<file path="config.mk">
export PLATFORM = sky130hd
export DESIGN_NAME = thermal_fan_duty_controller_top
export DESIGN_NICKNAME = d
export VERILOG_FILES = /design/src/rtl/tfdc_pkg.sv /design/src/rtl/tfdc_cfg_regs.sv /design/src/rtl/tfdc_ctrl.sv /design/src/rtl/tfdc_dpath.sv /design/src/rtl/thermal_fan_duty_controller_top.sv
export SDC_FILE = /design/constraint.sdc
export NUM_CORES = 1
export LEC_CHECK = 0
export ABC_AREA = 1
export BUFFER_PORTS_ARGS = -buffer_cell sky130_fd_sc_hd__buf_2
export CAP_MARGIN = 20
export CORE_AREA = 10 10 264 291
export DETAILED_ROUTE_END_ITERATION = 16
export DIE_AREA = 0 0 274 301
export HOLD_SLACK_MARGIN = 0.12
export PLACE_DENSITY = 0.36
export SLEW_MARGIN = 10
export SYNTH_ARGS = -nofsm -noshare
export SYNTH_HDL_FRONTEND = slang
export SYNTH_SLANG_ARGS = --single-unit
</file>
<file path="constraint.sdc">
create_clock -name clk -period 8.9 [get_ports clk]
set_input_delay 0.445 -clock clk [delete_from_list [all_inputs] [get_ports clk]]
set_output_delay 0.445 -clock clk [all_outputs]
set_load 0.02 [all_outputs]
</file>
<file path="src/rtl/tfdc_pkg.sv">
`default_nettype none

package tfdc_pkg;

    // Defaults of the top-level parameters.
    localparam int FRAC_BITS_DEF       = 8;
    localparam int TICKS_PER_ROUND_DEF = 60;
    localparam int SAMPLE_EVERY_DEF    = 30;

    // Fixed field widths.
    localparam int TEMP_W     = 8;
    localparam int LEVEL_W    = 3;
    localparam int HYST_W     = 5;
    localparam int CFG_IDX_W  = 3;
    localparam int CFG_DATA_W = 8;
    localparam int IN_DATA_W  = 16;
    localparam int IN_USER_W  = 1;
    localparam int OUT_DATA_W = 8;

    // Register indexes.
    localparam logic [CFG_IDX_W-1:0] REG_MANUAL_DUTY  = 3'd0;
    localparam logic [CFG_IDX_W-1:0] REG_TEMP_FLOOR   = 3'd1;
    localparam logic [CFG_IDX_W-1:0] REG_TEMP_BAND1   = 3'd2;
    localparam logic [CFG_IDX_W-1:0] REG_TEMP_BAND2   = 3'd3;
    localparam logic [CFG_IDX_W-1:0] REG_TEMP_BAND3   = 3'd4;
    localparam logic [CFG_IDX_W-1:0] REG_TEMP_CEILING = 3'd5;
    localparam logic [CFG_IDX_W-1:0] REG_HYSTERESIS   = 3'd6;

    // Register reset values.
    localparam logic [LEVEL_W-1:0] RST_MANUAL_DUTY  = 3'd0;
    localparam logic [TEMP_W-1:0]  RST_TEMP_FLOOR   = 8'd70;
    localparam logic [TEMP_W-1:0]  RST_TEMP_BAND1   = 8'd76;
    localparam logic [TEMP_W-1:0]  RST_TEMP_BAND2   = 8'd82;
    localparam logic [TEMP_W-1:0]  RST_TEMP_BAND3   = 8'd88;
    localparam logic [TEMP_W-1:0]  RST_TEMP_CEILING = 8'd94;
    localparam logic [HYST_W-1:0]  RST_HYSTERESIS   = 5'd3;

    // Duty levels and their reported codes.
    localparam logic [LEVEL_W-1:0] LVL_FULL = 3'd0;
    localparam logic [LEVEL_W-1:0] LVL_OFF  = 3'd1;
    localparam logic [LEVEL_W-1:0] LVL_DIV2 = 3'd2;
    localparam logic [LEVEL_W-1:0] LVL_DIV3 = 3'd3;
    localparam logic [LEVEL_W-1:0] LVL_DIV4 = 3'd4;
    localparam logic [LEVEL_W-1:0] LVL_DIV5 = 3'd5;
    localparam logic [LEVEL_W-1:0] LVL_AUTO = 3'd0;

    localparam logic [LEVEL_W-1:0] REPORT_OFF  = 3'd0;
    localparam logic [LEVEL_W-1:0] REPORT_FULL = 3'd5;

    typedef struct packed {
        logic [LEVEL_W-1:0] manual_duty;
        logic [TEMP_W-1:0]  temp_floor;
        logic [TEMP_W-1:0]  temp_band1;
        logic [TEMP_W-1:0]  temp_band2;
        logic [TEMP_W-1:0]  temp_band3;
        logic [TEMP_W-1:0]  temp_ceiling;
        logic [HYST_W-1:0]  hysteresis;
    } cfg_t;

    typedef enum logic [2:0] {
        ST_IDLE,
        ST_MUL_A,
        ST_COR_A,
        ST_COR_B,
        ST_LEVEL,
        ST_FAN
    } state_t;

    // Commands from the controller to the datapath.
    typedef struct packed {
        logic accept;
        logic seed;
        logic mul_b;
        logic upd_a;
        logic upd_b;
        logic level;
        logic finish;
    } cmd_t;

    // Status from the datapath to the controller.
    typedef struct packed {
        logic sample_now;
        logic seed_now;
        logic out_free;
    } stat_t;

endpackage

`default_nettype wire

</file>
<file path="src/rtl/tfdc_cfg_regs.sv">
`default_nettype none

module tfdc_cfg_regs (
    input  wire logic                           clk,
    input  wire logic                           rst_n,
    input  wire logic                           cfg_we,
    input  wire logic [tfdc_pkg::CFG_IDX_W-1:0]  cfg_index,
    input  wire logic [tfdc_pkg::CFG_DATA_W-1:0] cfg_wdata,
    output tfdc_pkg::cfg_t                      cfg
);
    import tfdc_pkg::*;

    cfg_t cfg_reg;
    cfg_t cfg_next;

    // Writes to an unknown index fall through and leave every register alone.
    always_comb
    begin
        cfg_next = cfg_reg;
        if (cfg_we)
        begin
            case (cfg_index)
                REG_MANUAL_DUTY:  cfg_next.manual_duty  = cfg_wdata[LEVEL_W-1:0];
                REG_TEMP_FLOOR:   cfg_next.temp_floor   = cfg_wdata[TEMP_W-1:0];
                REG_TEMP_BAND1:   cfg_next.temp_band1   = cfg_wdata[TEMP_W-1:0];
                REG_TEMP_BAND2:   cfg_next.temp_band2   = cfg_wdata[TEMP_W-1:0];
                REG_TEMP_BAND3:   cfg_next.temp_band3   = cfg_wdata[TEMP_W-1:0];
                REG_TEMP_CEILING: cfg_next.temp_ceiling = cfg_wdata[TEMP_W-1:0];
                REG_HYSTERESIS:   cfg_next.hysteresis   = cfg_wdata[HYST_W-1:0];
                default:          cfg_next = cfg_reg;
            endcase
        end
    end

    always_ff @(posedge clk or negedge rst_n)
    begin
        if (!rst_n)
        begin
            cfg_reg.manual_duty  <= RST_MANUAL_DUTY;
            cfg_reg.temp_floor   <= RST_TEMP_FLOOR;
            cfg_reg.temp_band1   <= RST_TEMP_BAND1;
            cfg_reg.temp_band2   <= RST_TEMP_BAND2;
            cfg_reg.temp_band3   <= RST_TEMP_BAND3;
            cfg_reg.temp_ceiling <= RST_TEMP_CEILING;
            cfg_reg.hysteresis   <= RST_HYSTERESIS;
        end
        else
        begin
            cfg_reg <= cfg_next;
        end
    end

    assign cfg = cfg_reg;

endmodule

`default_nettype wire

</file>
<file path="src/rtl/tfdc_ctrl.sv">
`default_nettype none

module tfdc_ctrl (
    input  wire logic        clk,
    input  wire logic        rst_n,
    input  wire logic        in_valid,
    output logic             in_ready,
    input  tfdc_pkg::stat_t  stat,
    output tfdc_pkg::cmd_t   cmd
);
    import tfdc_pkg::*;

    state_t state_reg;
    state_t state_next;

    always_ff @(posedge clk or negedge rst_n)
    begin
        if (!rst_n)
        begin
            state_reg <= ST_IDLE;
        end
        else
        begin
            state_reg <= state_next;
        end
    end

    always_comb
    begin
        state_next = state_reg;
        cmd        = '0;
        in_ready   = 1'b0;
        case (state_reg)
            ST_IDLE:
            begin
                in_ready = 1'b1;
                if (in_valid)
                begin
                    cmd.accept = 1'b1;
                    if (!stat.sample_now)
                    begin
                        state_next = ST_FAN;
                    end
                    else if (stat.seed_now)
                    begin
                        // The first sample loads the averages directly.
                        cmd.seed   = 1'b1;
                        state_next = ST_LEVEL;
                    end
                    else
                    begin
                        state_next = ST_MUL_A;
                    end
                end
            end
            ST_MUL_A:
            begin
                state_next = ST_COR_A;
            end
            ST_COR_A:
            begin
                // The multiplier takes the second sensor while the first is corrected.
                cmd.upd_a  = 1'b1;
                cmd.mul_b  = 1'b1;
                state_next = ST_COR_B;
            end
            ST_COR_B:
            begin
                cmd.upd_b  = 1'b1;
                state_next = ST_LEVEL;
            end
            ST_LEVEL:
            begin
                cmd.level  = 1'b1;
                state_next = ST_FAN;
            end
            ST_FAN:
            begin
                if (stat.out_free)
                begin
                    cmd.finish = 1'b1;
                    state_next = ST_IDLE;
                end
            end
            default:
            begin
                state_next = ST_IDLE;
            end
        endcase
    end

endmodule

`default_nettype wire

</file>
<file path="src/rtl/tfdc_dpath.sv">
`default_nettype none

module tfdc_dpath #(
    parameter int FRAC_BITS       = tfdc_pkg::FRAC_BITS_DEF,
    parameter int TICKS_PER_ROUND = tfdc_pkg::TICKS_PER_ROUND_DEF,
    parameter int SAMPLE_EVERY    = tfdc_pkg::SAMPLE_EVERY_DEF
) (
    input  wire logic                       clk,
    input  wire logic                       rst_n,
    input  tfdc_pkg::cfg_t                  cfg,
    input  tfdc_pkg::cmd_t                  cmd,
    output tfdc_pkg::stat_t                 stat,
    input  wire logic                       in_mode,
    input  wire logic [tfdc_pkg::TEMP_W-1:0] in_sensor_a,
    input  wire logic [tfdc_pkg::TEMP_W-1:0] in_sensor_b,
    input  wire logic                       out_ready,
    output logic                            out_valid,
    output logic                            out_fan_on,
    output logic                            out_fan_changed,
    output logic [tfdc_pkg::LEVEL_W-1:0]    out_level_report,
    output logic                            out_sampled
);
    import tfdc_pkg::*;

    localparam int AVG_W  = TEMP_W + FRAC_BITS;
    localparam int SUM_W  = AVG_W + 1;
    localparam int X_W    = AVG_W + 3;
    localparam int RCP_K  = X_W + 2;
    localparam int PROD_W = 2 * X_W;
    localparam logic [X_W-1:0] RECIP = X_W'((64'd1 << RCP_K) / 64'd5);
    localparam int TICK_W = $clog2(TICKS_PER_ROUND);
    localparam int PH_W   = (SAMPLE_EVERY > 1) ? $clog2(SAMPLE_EVERY) : 1;
    localparam logic [TICK_W-1:0] TICK_LAST = TICK_W'(TICKS_PER_ROUND - 1);
    localparam logic [PH_W-1:0]   PH_LAST   = PH_W'(SAMPLE_EVERY - 1);

    logic [AVG_W-1:0]   avg_a_reg, avg_a_next;
    logic [AVG_W-1:0]   avg_b_reg, avg_b_next;
    logic               seeded_reg, seeded_next;
    logic [LEVEL_W-1:0] level_reg, level_next;
    logic [TICK_W-1:0]  tick_reg, tick_next;
    logic [PH_W-1:0]    phase_reg, phase_next;
    logic [1:0]         mod3_reg, mod3_next;
    logic [1:0]         mod4_reg, mod4_next;
    logic [2:0]         mod5_reg, mod5_next;
    logic               fan_last_reg, fan_last_next;
    logic               fan_known_reg, fan_known_next;
    logic               sampled_reg, sampled_next;
    logic               out_valid_reg, out_valid_next;

    logic [TEMP_W-1:0]  sa_reg;
    logic [TEMP_W-1:0]  sb_reg;
    logic [PROD_W-1:0]  prod_reg;
    logic               out_fan_reg;
    logic               out_chg_reg;
    logic [LEVEL_W-1:0] out_rep_reg;
    logic               out_smp_reg;

    logic [X_W-1:0]     x_a;
    logic [X_W-1:0]     x_b;
    logic [X_W-1:0]     x_mul;
    logic [X_W-1:0]     x_cor;
    logic [AVG_W-1:0]   q_est;
    logic [X_W-1:0]     five_q;
    logic [X_W-1:0]     rem;
    logic [AVG_W-1:0]   q_fix;

    logic [SUM_W-1:0]   sum;
    logic [TEMP_W-1:0]  thr [5];
    logic [TEMP_W:0]    diff [5];
    logic [4:0]         above;
    logic [4:0]         below_hyst;
    logic               below_ceiling;
    logic [LEVEL_W-1:0] manual;
    logic [LEVEL_W-1:0] level_sel;

    logic               fan;
    logic               changed;
    logic [LEVEL_W-1:0] report;

    assign stat.sample_now = in_mode || (phase_reg == '0);
    assign stat.seed_now   = !(seeded_reg || in_mode);
    assign stat.out_free   = !out_valid_reg || out_ready;

    // Divide by five: multiply by a scaled reciprocal, then one correction step,
    // since the estimate never falls more than one below the true quotient.
    assign x_a   = {1'b0, avg_a_reg, 2'b00} + {3'b000, sa_reg, {FRAC_BITS{1'b0}}};
    assign x_b   = {1'b0, avg_b_reg, 2'b00} + {3'b000, sb_reg, {FRAC_BITS{1'b0}}};
    assign x_mul = cmd.mul_b ? x_b : x_a;
    assign x_cor = cmd.upd_b ? x_b : x_a;

    assign q_est  = prod_reg[RCP_K +: AVG_W];
    assign five_q = X_W'({q_est, 2'b00}) + X_W'(q_est);
    assign rem    = x_cor - five_q;
    assign q_fix  = q_est + AVG_W'(rem >= X_W'(5));

    always_ff @(posedge clk)
    begin
        prod_reg <= PROD_W'(x_mul) * PROD_W'(RECIP);
        if (cmd.accept)
        begin
            sa_reg <= in_sensor_a;
            sb_reg <= in_sensor_b;
        end
        if (cmd.finish)
        begin
            out_fan_reg <= fan;
            out_chg_reg <= changed;
            out_rep_reg <= report;
            out_smp_reg <= sampled_reg;
        end
    end

    // Band selection on the sum of the two averages, which carries one more
    // fraction bit than each average, so every comparison is exact.
    assign sum    = {1'b0, avg_a_reg} + {1'b0, avg_b_reg};
    assign thr[0] = cfg.temp_floor;
    assign thr[1] = cfg.temp_band1;
    assign thr[2] = cfg.temp_band2;
    assign thr[3] = cfg.temp_band3;
    assign thr[4] = cfg.temp_ceiling;

    always_comb
    begin
        for (int i = 0; i < 5; i++)
        begin
            diff[i]       = {1'b0, thr[i]} - {{(TEMP_W + 1 - HYST_W){1'b0}}, cfg.hysteresis};
            above[i]      = sum > {thr[i], {(FRAC_BITS + 1){1'b0}}};
            // A limit that went negative can never be undercut.
            below_hyst[i] = !diff[i][TEMP_W] &&
                            (sum < {diff[i][TEMP_W-1:0], {(FRAC_BITS + 1){1'b0}}});
        end
    end

    assign below_ceiling = sum < {cfg.temp_ceiling, {(FRAC_BITS + 1){1'b0}}};
    assign manual = (cfg.manual_duty > LVL_DIV5) ? LVL_AUTO : cfg.manual_duty;

    always_comb
    begin
        if ((manual != LVL_AUTO) && below_ceiling)
        begin
            level_sel = manual;
        end
        else if (below_hyst[0])
        begin
            level_sel = LVL_OFF;
        end
        else if (above[0] && below_hyst[1])
        begin
            level_sel = LVL_DIV2;
        end
        else if (above[1] && below_hyst[2])
        begin
            level_sel = LVL_DIV3;
        end
        else if (above[2] && below_hyst[3])
        begin
            level_sel = LVL_DIV4;
        end
        else if (above[3] && below_hyst[4])
        begin
            level_sel = LVL_DIV5;
        end
        else if (above[4])
        begin
            level_sel = LVL_FULL;
        end
        else
        begin
            level_sel = level_reg;
        end
    end

    // The residues of the tick count modulo three, four and five run as
    // counters of their own; they clear together with the tick count.
    always_comb
    begin
        case (level_reg)
            LVL_FULL: fan = 1'b1;
            LVL_OFF:  fan = 1'b0;
            LVL_DIV2: fan = mod4_reg[0];
            LVL_DIV3: fan = (mod3_reg != 2'd0);
            LVL_DIV4: fan = (mod4_reg != 2'd0);
            LVL_DIV5: fan = (mod5_reg != 3'd0);
            default:  fan = 1'b0;
        endcase
    end

    assign changed = !fan_known_reg || (fan != fan_last_reg);
    assign report  = (level_reg == LVL_FULL) ? REPORT_FULL : (level_reg - LVL_OFF);

    always_comb
    begin
        avg_a_next     = avg_a_reg;
        avg_b_next     = avg_b_reg;
        seeded_next    = seeded_reg;
        level_next     = level_reg;
        tick_next      = tick_reg;
        phase_next     = phase_reg;
        mod3_next      = mod3_reg;
        mod4_next      = mod4_reg;
        mod5_next      = mod5_reg;
        fan_last_next  = fan_last_reg;
        fan_known_next = fan_known_reg;
        sampled_next   = sampled_reg;
        out_valid_next = out_valid_reg;

        if (out_ready)
        begin
            out_valid_next = 1'b0;
        end

        if (cmd.accept)
        begin
            sampled_next = stat.sample_now;
            if (in_mode)
            begin
                // Restart: the averages count as started and are never reseeded.
                tick_next      = '0;
                phase_next     = '0;
                mod3_next      = '0;
                mod4_next      = '0;
                mod5_next      = '0;
                fan_known_next = 1'b0;
                seeded_next    = 1'b1;
            end
        end

        if (cmd.seed)
        begin
            avg_a_next  = {in_sensor_a, {FRAC_BITS{1'b0}}};
            avg_b_next  = {in_sensor_b, {FRAC_BITS{1'b0}}};
            seeded_next = 1'b1;
        end

        if (cmd.upd_a)
        begin
            avg_a_next = q_fix;
        end

        if (cmd.upd_b)
        begin
            avg_b_next = q_fix;
        end

        if (cmd.level)
        begin
            level_next = level_sel;
        end

        if (cmd.finish)
        begin
            out_valid_next = 1'b1;
            fan_last_next  = fan;
            fan_known_next = 1'b1;
            if (tick_reg == TICK_LAST)
            begin
                tick_next  = '0;
                phase_next = '0;
                mod3_next  = '0;
                mod4_next  = '0;
                mod5_next  = '0;
            end
            else
            begin
                tick_next  = tick_reg + 1'b1;
                phase_next = (phase_reg == PH_LAST) ? '0 : (phase_reg + 1'b1);
                mod3_next  = (mod3_reg == 2'd2) ? 2'd0 : (mod3_reg + 2'd1);
                mod4_next  = mod4_reg + 2'd1;
                mod5_next  = (mod5_reg == 3'd4) ? 3'd0 : (mod5_reg + 3'd1);
            end
        end
    end

    always_ff @(posedge clk or negedge rst_n)
    begin
        if (!rst_n)
        begin
            avg_a_reg     <= '0;
            avg_b_reg     <= '0;
            seeded_reg    <= 1'b0;
            level_reg     <= LVL_OFF;
            tick_reg      <= '0;
            phase_reg     <= '0;
            mod3_reg      <= '0;
            mod4_reg      <= '0;
            mod5_reg      <= '0;
            fan_last_reg  <= 1'b0;
            fan_known_reg <= 1'b0;
            sampled_reg   <= 1'b0;
            out_valid_reg <= 1'b0;
        end
        else
        begin
            avg_a_reg     <= avg_a_next;
            avg_b_reg     <= avg_b_next;
            seeded_reg    <= seeded_next;
            level_reg     <= level_next;
            tick_reg      <= tick_next;
            phase_reg     <= phase_next;
            mod3_reg      <= mod3_next;
            mod4_reg      <= mod4_next;
            mod5_reg      <= mod5_next;
            fan_last_reg  <= fan_last_next;
            fan_known_reg <= fan_known_next;
            sampled_reg   <= sampled_next;
            out_valid_reg <= out_valid_next;
        end
    end

    assign out_valid        = out_valid_reg;
    assign out_fan_on       = out_fan_reg;
    assign out_fan_changed  = out_chg_reg;
    assign out_level_report = out_rep_reg;
    assign out_sampled      = out_smp_reg;

endmodule

`default_nettype wire

</file>
<file path="src/rtl/thermal_fan_duty_controller_top.sv">
// Channel   Direction  Ports                               Contents
// s_        in         s_tvalid s_tready s_tdata s_tuser   one tick with two sensor readings
// m_        out        m_tvalid m_tready m_tdata           fan drive and duty report of a tick
// cfg_      in         cfg_we cfg_index cfg_wdata          threshold and manual duty registers
//
// A tick that takes no sample goes from acceptance to the fan decision; a sampling
// tick adds the level choice, and one that updates rather than seeds the averages
// adds MUL_A, COR_A and COR_B too, as one divide-by-five multiplier serves both in turn.
// Reset is asynchronous and active low; the state registers return to their reset values.
// A finished item waits in the output register while the next item is accepted;
// only when that next item needs the output register does the block stall.
`default_nettype none

module thermal_fan_duty_controller_top #(
    parameter int FRAC_BITS       = tfdc_pkg::FRAC_BITS_DEF,
    parameter int TICKS_PER_ROUND = tfdc_pkg::TICKS_PER_ROUND_DEF,
    parameter int SAMPLE_EVERY    = tfdc_pkg::SAMPLE_EVERY_DEF
) (
    input  wire logic                           clk,
    input  wire logic                           rst_n,
    input  wire logic                           s_tvalid,
    output logic                                s_tready,
    // s_tdata, from bit 0: sensor_a[7:0], sensor_b[7:0]
    input  wire logic [tfdc_pkg::IN_DATA_W-1:0]  s_tdata,
    // s_tuser, from bit 0: mode (1 restarts the tick count before the tick)
    input  wire logic [tfdc_pkg::IN_USER_W-1:0]  s_tuser,
    output logic                                m_tvalid,
    input  wire logic                           m_tready,
    // m_tdata, from bit 0: fan_on, fan_changed, level_report[2:0], sampled, two zero bits
    output logic [tfdc_pkg::OUT_DATA_W-1:0]      m_tdata,
    input  wire logic                           cfg_we,
    input  wire logic [tfdc_pkg::CFG_IDX_W-1:0]  cfg_index,
    input  wire logic [tfdc_pkg::CFG_DATA_W-1:0] cfg_wdata
);
    import tfdc_pkg::*;

    cfg_t               cfg;
    cmd_t               cmd;
    stat_t              stat;
    logic               fan_on;
    logic               fan_changed;
    logic [LEVEL_W-1:0] level_report;
    logic               sampled;

    // Registers are to be written only while no item is in flight; the block does not check.
    tfdc_cfg_regs u_cfg (
        .clk       (clk),
        .rst_n     (rst_n),
        .cfg_we    (cfg_we),
        .cfg_index (cfg_index),
        .cfg_wdata (cfg_wdata),
        .cfg       (cfg)
    );

    // The sequencer steps each item from acceptance to the fan decision; a sampling
    // item also passes through averaging and the level choice.
    tfdc_ctrl u_ctrl (
        .clk      (clk),
        .rst_n    (rst_n),
        .in_valid (s_tvalid),
        .in_ready (s_tready),
        .stat     (stat),
        .cmd      (cmd)
    );

    // The datapath holds the averages, the duty level, the tick counters and
    // the output register.
    tfdc_dpath #(
        .FRAC_BITS       (FRAC_BITS),
        .TICKS_PER_ROUND (TICKS_PER_ROUND),
        .SAMPLE_EVERY    (SAMPLE_EVERY)
    ) u_dpath (
        .clk              (clk),
        .rst_n            (rst_n),
        .cfg              (cfg),
        .cmd              (cmd),
        .stat             (stat),
        .in_mode          (s_tuser[0]),
        .in_sensor_a      (s_tdata[TEMP_W-1:0]),
        .in_sensor_b      (s_tdata[2*TEMP_W-1:TEMP_W]),
        .out_ready        (m_tready),
        .out_valid        (m_tvalid),
        .out_fan_on       (fan_on),
        .out_fan_changed  (fan_changed),
        .out_level_report (level_report),
        .out_sampled      (sampled)
    );

    assign m_tdata = {2'b00, sampled, level_report, fan_changed, fan_on};

endmodule

`default_nettype wire

</file>
# After elaboration in Yosys (flattened, before gate mapping)
# Index checks and enable logic that the tools add are counted.
# op_classes
addsub,17
mul,1
order_cmp,13
eq_ne,22
muxes,59
n_reduce_logical,48
# ops
cell,count
< comparator 17 bit,6
> comparator 17 bit,5
two-way mux 16 bit,4
adder 18 x 16 -> 19 bit,3
two-way mux 3 bit,17
subtractor 8 x 5 -> 9 bit,5
two-way mux 19 bit,2
multiplier 19 x 18 -> 36 bit (second input constant),1
two-way mux 5 bit,5
equality test 3 bit (second input constant),8
two-way mux 6 bit,4
AND reduction 2 bit,11
two-way mux 2 bit,10
greater-or-equal comparator 19 x 3 -> 1 bit (second input constant),1
subtractor 19 bit,1
equality test 3 x 2 -> 1 bit (second input constant),6
one-hot mux 3 bit (6 select lines),1
nonzero test 2 bit,9
adder 16 x 16 -> 17 bit,1
adder 16 x 1 -> 16 bit,1
two-way mux 1 bit,15
logical AND 1 bit,10
logical NOT 3 bit,3
logical NOT 1 bit,7
17 further kinds,24
# word_totals
ff_bits,167
in_bits,33
output_inout_bits,10
wordCells,188

# Logic depth before layout (Yosys ltp)
# logic_depth
depth_word,10
ltp_mapped,35
mapped_depth_nobuf,35

# Modules after synthesis
# From an unflattened synthesis, not the netlist that was laid out.
# hier_totals
hier_cells,2182
hier_area_um2,17581.9
# modules_own_cells
module,n_inst,cells_each,area_each_um2,seq_area_each_um2
tfdc_dpath,1,1916,15369.7,2433.6
tfdc_cfg_regs,1,221,1940.6,1224.9
tfdc_ctrl,1,39,230.2,75.1
thermal_fan_duty_controller_top,1,6,41.3,0.0

# Least setup slack after synthesis
# No wires, ideal clock.
# synth_timing
path_type,reg2reg
from,register u_dpath.avg_a_reg[6]
to,register u_dpath.prod_reg[35]
setup_ns,0.119
arrival_ns,6.076
required_ns,8.781
path_slack_ns,2.706
stages_incl_launch_ff,25
n_path_buf,0
period_less_slack_ns,6.194
path_cell_list,dfrtp_1 -> ha_1 -> inv_1 -> fa_1 -> o31ai_1 -> xor2_1 -> inv_1 -> o21ai_0 -> ha_1 -> fa_1 -> fa_1 -> inv_1 -> fa_1 -> inv_1 -> fa_1 -> inv_1 -> fa_1 -> inv_1 -> ha_1 -> nand2_1 -> o21ai_0 -> o21bai_1 -> a221oi_1 -> nand2_1 -> xor2_1
# synth_via
elab_chain_len,3
# synth_lines
item,line,source
start: declaration,tfdc_dpath.sv:36,"logic [AVG_W-1:0] avg_a_reg, avg_a_next;"
start signal: assignment,tfdc_dpath.sv:294,avg_a_reg <= avg_a_next;
adder 18 x 16 -> 19 bit,tfdc_dpath.sv:86,"assign x_a = {1'b0, avg_a_reg, 2'b00} + {3'b000, sa_reg, {FRAC_BITS{1'b0}}};"
two-way mux 19 bit,tfdc_dpath.sv:88,assign x_mul = cmd.mul_b ? x_b : x_a;
multiplier 19 x 18 -> 36 bit,tfdc_dpath.sv:98,prod_reg <= PROD_W'(x_mul) * PROD_W'(RECIP);
end signal: assignment,tfdc_dpath.sv:98,
end: declaration,tfdc_dpath.sv:52,logic [PROD_W-1:0] prod_reg;
# No other way between the ends.
# A chain may end at the register's enable or synchronous reset.

# Worst setup path in the final report
# layout_timing
from,register u_dpath.avg_b_reg[9]
to,register u_dpath.prod_reg[34]
# layout_via
elab_chain_len,3
# layout_lines
item,line,source
start: declaration,tfdc_dpath.sv:37,"logic [AVG_W-1:0] avg_b_reg, avg_b_next;"
start signal: assignment,tfdc_dpath.sv:295,avg_b_reg <= avg_b_next;
adder 18 x 16 -> 19 bit,tfdc_dpath.sv:87,"assign x_b = {1'b0, avg_b_reg, 2'b00} + {3'b000, sb_reg, {FRAC_BITS{1'b0}}};"
two-way mux 19 bit,tfdc_dpath.sv:88,
multiplier 19 x 18 -> 36 bit,tfdc_dpath.sv:98,
# No other way between the ends.

==> results.yml <==
detailed_routing:
  dr_total_vias: 13910
  ant_nets: 0
  wl_per_cell_um: 16.93
  route.detailed.drc: 0
  drt-vias-per-instance: 4.381
  drtIter0Drc: 639
  drt_wl_total_um: 53750
  drtPass1Iterations: 5
sta:
  maxSlewHeadroom_pct: 23.11
  fin_worst_skew_ps: 15.20
  report.final.slew_viol_count: 0
  fin_crit_sh_pct: 86.18
  setup_viol: 0
  period_needed_ps: 7670
  grt_setup_unrepaired: "no"
  fmaxAchievable_ghz: 0.1304
  finalHoldViolCount: 0
  tns_ps: 0
  worst_slew_pin_slew_ps: 1141
layout:
  antennaDiodeCount: 0
  nNetsFinal: 2685
  largest_reg_flops: 48
  synthToLayoutAreaGrowth_pct: 11.65
  regArea_mm2: 0.003734
  fill_cells: 7625
  layout-drive-gt1-share_pct: 7.057
  multi_input_area_mm2: 0.01195
synth:
  yosys-top-cells-area: "ha_1, fa_1, dfrtp_1"
  yosys.area.top_type: "ha_1"
  netlist.area_leader.share_pct: 21.53
  synthArstFlopShare_pct: 74.15
  ys_warn_count: 0
  ys_seq_elements: 147
  synth_area_per_cell_um2: 8.085
  synth_cell_types: 56
  synth_flop_cell: "dfrtp_1"
  netlist_instances: 2171
  yosysSeqAreaShare_pct: 21.27
  synth_edf_count: 22
  syn_area_mm2: 0.01755
floorplanning:
  core_mm2: 0.07032
  rows: 102
  chipWidth_um: 274
  chipHeight_um: 301
  start_util_pct: 24.96
  ios: 43
  die_area_mm2: 0.08247
clock_tree:
  htreeDepth: 4
  cts_buffer_depth: 2
  clk_latency_ps: 490
  post_cts_buffers: 0
  clockRootBuffer: "clkbuf_16"
  clkSinkCount: 147
  cts_tree: "built"
  cts_buffers: 17
  clk_pin_slew_worst_paths_ps: 80
hold_path:
  hold_class: "input port to register"
  hold_end: "u_dpath.sb_reg[3]"
  hold_start: "s_tdata[11]"
  min_path_cells: 1
global_routing:
  grt_max_degree: 60
  gr-total-overflow: 0
  grt_pass1_wl_um: 85330
  globalRouteMet2Util_pct: 23.44
  antenna_found_initial: 0
  grtUsageMet1_pct: 17.22
  grt_pass1_vias: 14680
  busiest_layer: "met2"
  grt_use_total_pct: 13.49
  grt_use_met3_pct: 1.683
placed_design:
  port_buffers: 40
  gp_congestion: 0.8758
  hpwl_um: 45580
worst_setup_path:
  worstReg2RegStart: "u_dpath.avg_b_reg[9]"
  path_class: "register to register"
  critPathMaxFanout: 5
  worst_ep_required_time_ps: 9260
  reg2reg_slack_ps: 1230
  arrival_ps: 8030
  rr_worst_depth: 26
  reg2reg_to: "u_dpath.prod_reg[34]"
  startpoint_type: "register"
  cp-end-kind: "register"
status:
  status: "complete, no violations"
job:
  cap_violations: 0
## metrics by stage
stage                     utilization [%]  std cells  hold WS, ps  area [µm²]  worst slack, ps
after floorplan                         -       2172        149.4       17560             2706
after global placement              26.90       3136        440.5       18920             1216
after detailed placement            26.90       3136        430.8       18920             1188
after CTS                           27.87       3175        121.7       19600             1176
after global routing                27.87       3175        139.9       19600            908.4
final                               27.87       3175        163.1       19600             1230
## cells in the mapped netlist, drive strengths merged, types with 2 or more instances
| library cell | instances |
|---|---|
| o211ai | 3 |
| nand3 | 67 |
| xor2 | 67 |
| nor3 | 29 |
| o21bai | 10 |
| o31ai | 5 |
| dfrtp | 89 |
| dfxtp | 16 |
| a21oi | 167 |
| clkinv | 3 |
| clkbuf | 16 |
| nor2 | 109 |
| a32o | 2 |
| nand4 | 22 |
| nor4 | 5 |
| fa | 124 |
| a211oi | 3 |
| ha | 302 |
| nand2 | 364 |
| xnor2 | 30 |
| o21a | 7 |
| o21ai | 165 |
| a21o | 10 |
| inv | 470 |
| buf | 8 |
| a31oi | 5 |
| o22ai | 18 |
| edfxtp | 22 |
| dfstp | 20 |
| nand3b | 2 |
## timing repair
item | CTS | global route
hold endpoints to repair | 40 | 0
gates resized for setup | 0 | 0
hold buffers | 7 | 0
## how the worst max path moves through the flow
stage / start / to / slack, ps / cells after the start
detailed placement: u_dpath.avg_b_reg[9] / u_dpath.prod_reg[34] / 1190 / 26
floorplan: u_dpath.avg_a_reg[6] / u_dpath.prod_reg[35] / 2710 / 24
global placement: u_dpath.avg_b_reg[9] / u_dpath.prod_reg[34] / 1220 / 26
global route: u_dpath.avg_b_reg[9] / u_dpath.prod_reg[34] / 910 / 26
finish: u_dpath.avg_b_reg[9] / u_dpath.prod_reg[34] / 1230 / 26
CTS: u_dpath.avg_b_reg[9] / u_dpath.prod_reg[34] / 1180 / 26
## layout make-up
| class | instances | share of cell area, % |
|---|---|---|
| Inverter | 473 | 9.060 |
| Clock buffer | 19 | 2.426 |
| Sequential cell | 147 | 19.05 |
| Clock inverter | 13 | 0.6768 |
| Tap cell | 936 | 5.976 |
| Timing Repair Buffer | 59 | 1.852 |
| Multi-Input combinational cell | 1528 | 60.96 |
## per-layer routing
| metal | up-vias | routed length, µm |
|---|---|---|
| li1 | 7114 | - |
| met1 | 6593 | 25150 |
| met2 | 151 | 26490 |
| met3 | 52 | 1092 |
| met4 | 0 | 1015 |
| met5 | - | 0 |
## cell usage in the layout, fill, tap and decap left out, drive strengths merged, types with 2 or more instances in the layout
cell,synthesis,layout
o31ai,5,5
dfstp,20,20
nand3,67,67
a21o,10,10
a31oi,5,5
nand2,364,364
ha,302,302
nor4,5,5
xor2,67,67
edfxtp,22,22
o21a,7,7
clkbuf,16,19
o21bai,10,10
nor3,29,29
clkinv,3,5
a211oi,3,3
o21ai,165,165
fa,124,124
conb,1,2
a21oi,167,167
nand4,22,22
buf,8,52
a32o,2,2
dfxtp,16,16
nor2,109,109
clkinvlp,0,3
nand3b,2,2
inv,470,477
dfrtp,89,89
o211ai,3,3
xnor2,30,30
o22ai,18,18
dlygate4sd3,0,7
## cells by family (layout without fill, tap and decap cells)
family	after synthesis	count (layout)	share of synthesized area, %
buf+inv	497	564	10.76
xor+xnor	97	97	4.883
flops	147	147	21.27
simple gates	600	600	14.83
compound gates	403	403	12.57
fa+ha+maj	426	426	35.67
other cells	1	2	0.02136
## critical path, cell delays in order, from the launching register on
cell and delay, ps:
dfrtp_1 450, ha_1 380, a21oi_1 190, o21ai_0 140, a21oi_1 230, nor2_1 70, o21ai_0 140, nand2_1 80
xor2_1 150, o21ai_0 860, ha_1 490, ha_1 330, inv_1 50, fa_1 480, fa_1 540, inv_1 80
fa_1 500, fa_1 490, ha_1 380, a21oi_1 250, o21a_1 150, o21ai_0 70, a21oi_1 250, nor2_1 80
nor2_1 350, o21ai_0 170, xor2_1 160
Power is not shown: default switching activity piles up to over one toggle a cycle in this logic, so the estimate is an artifact.
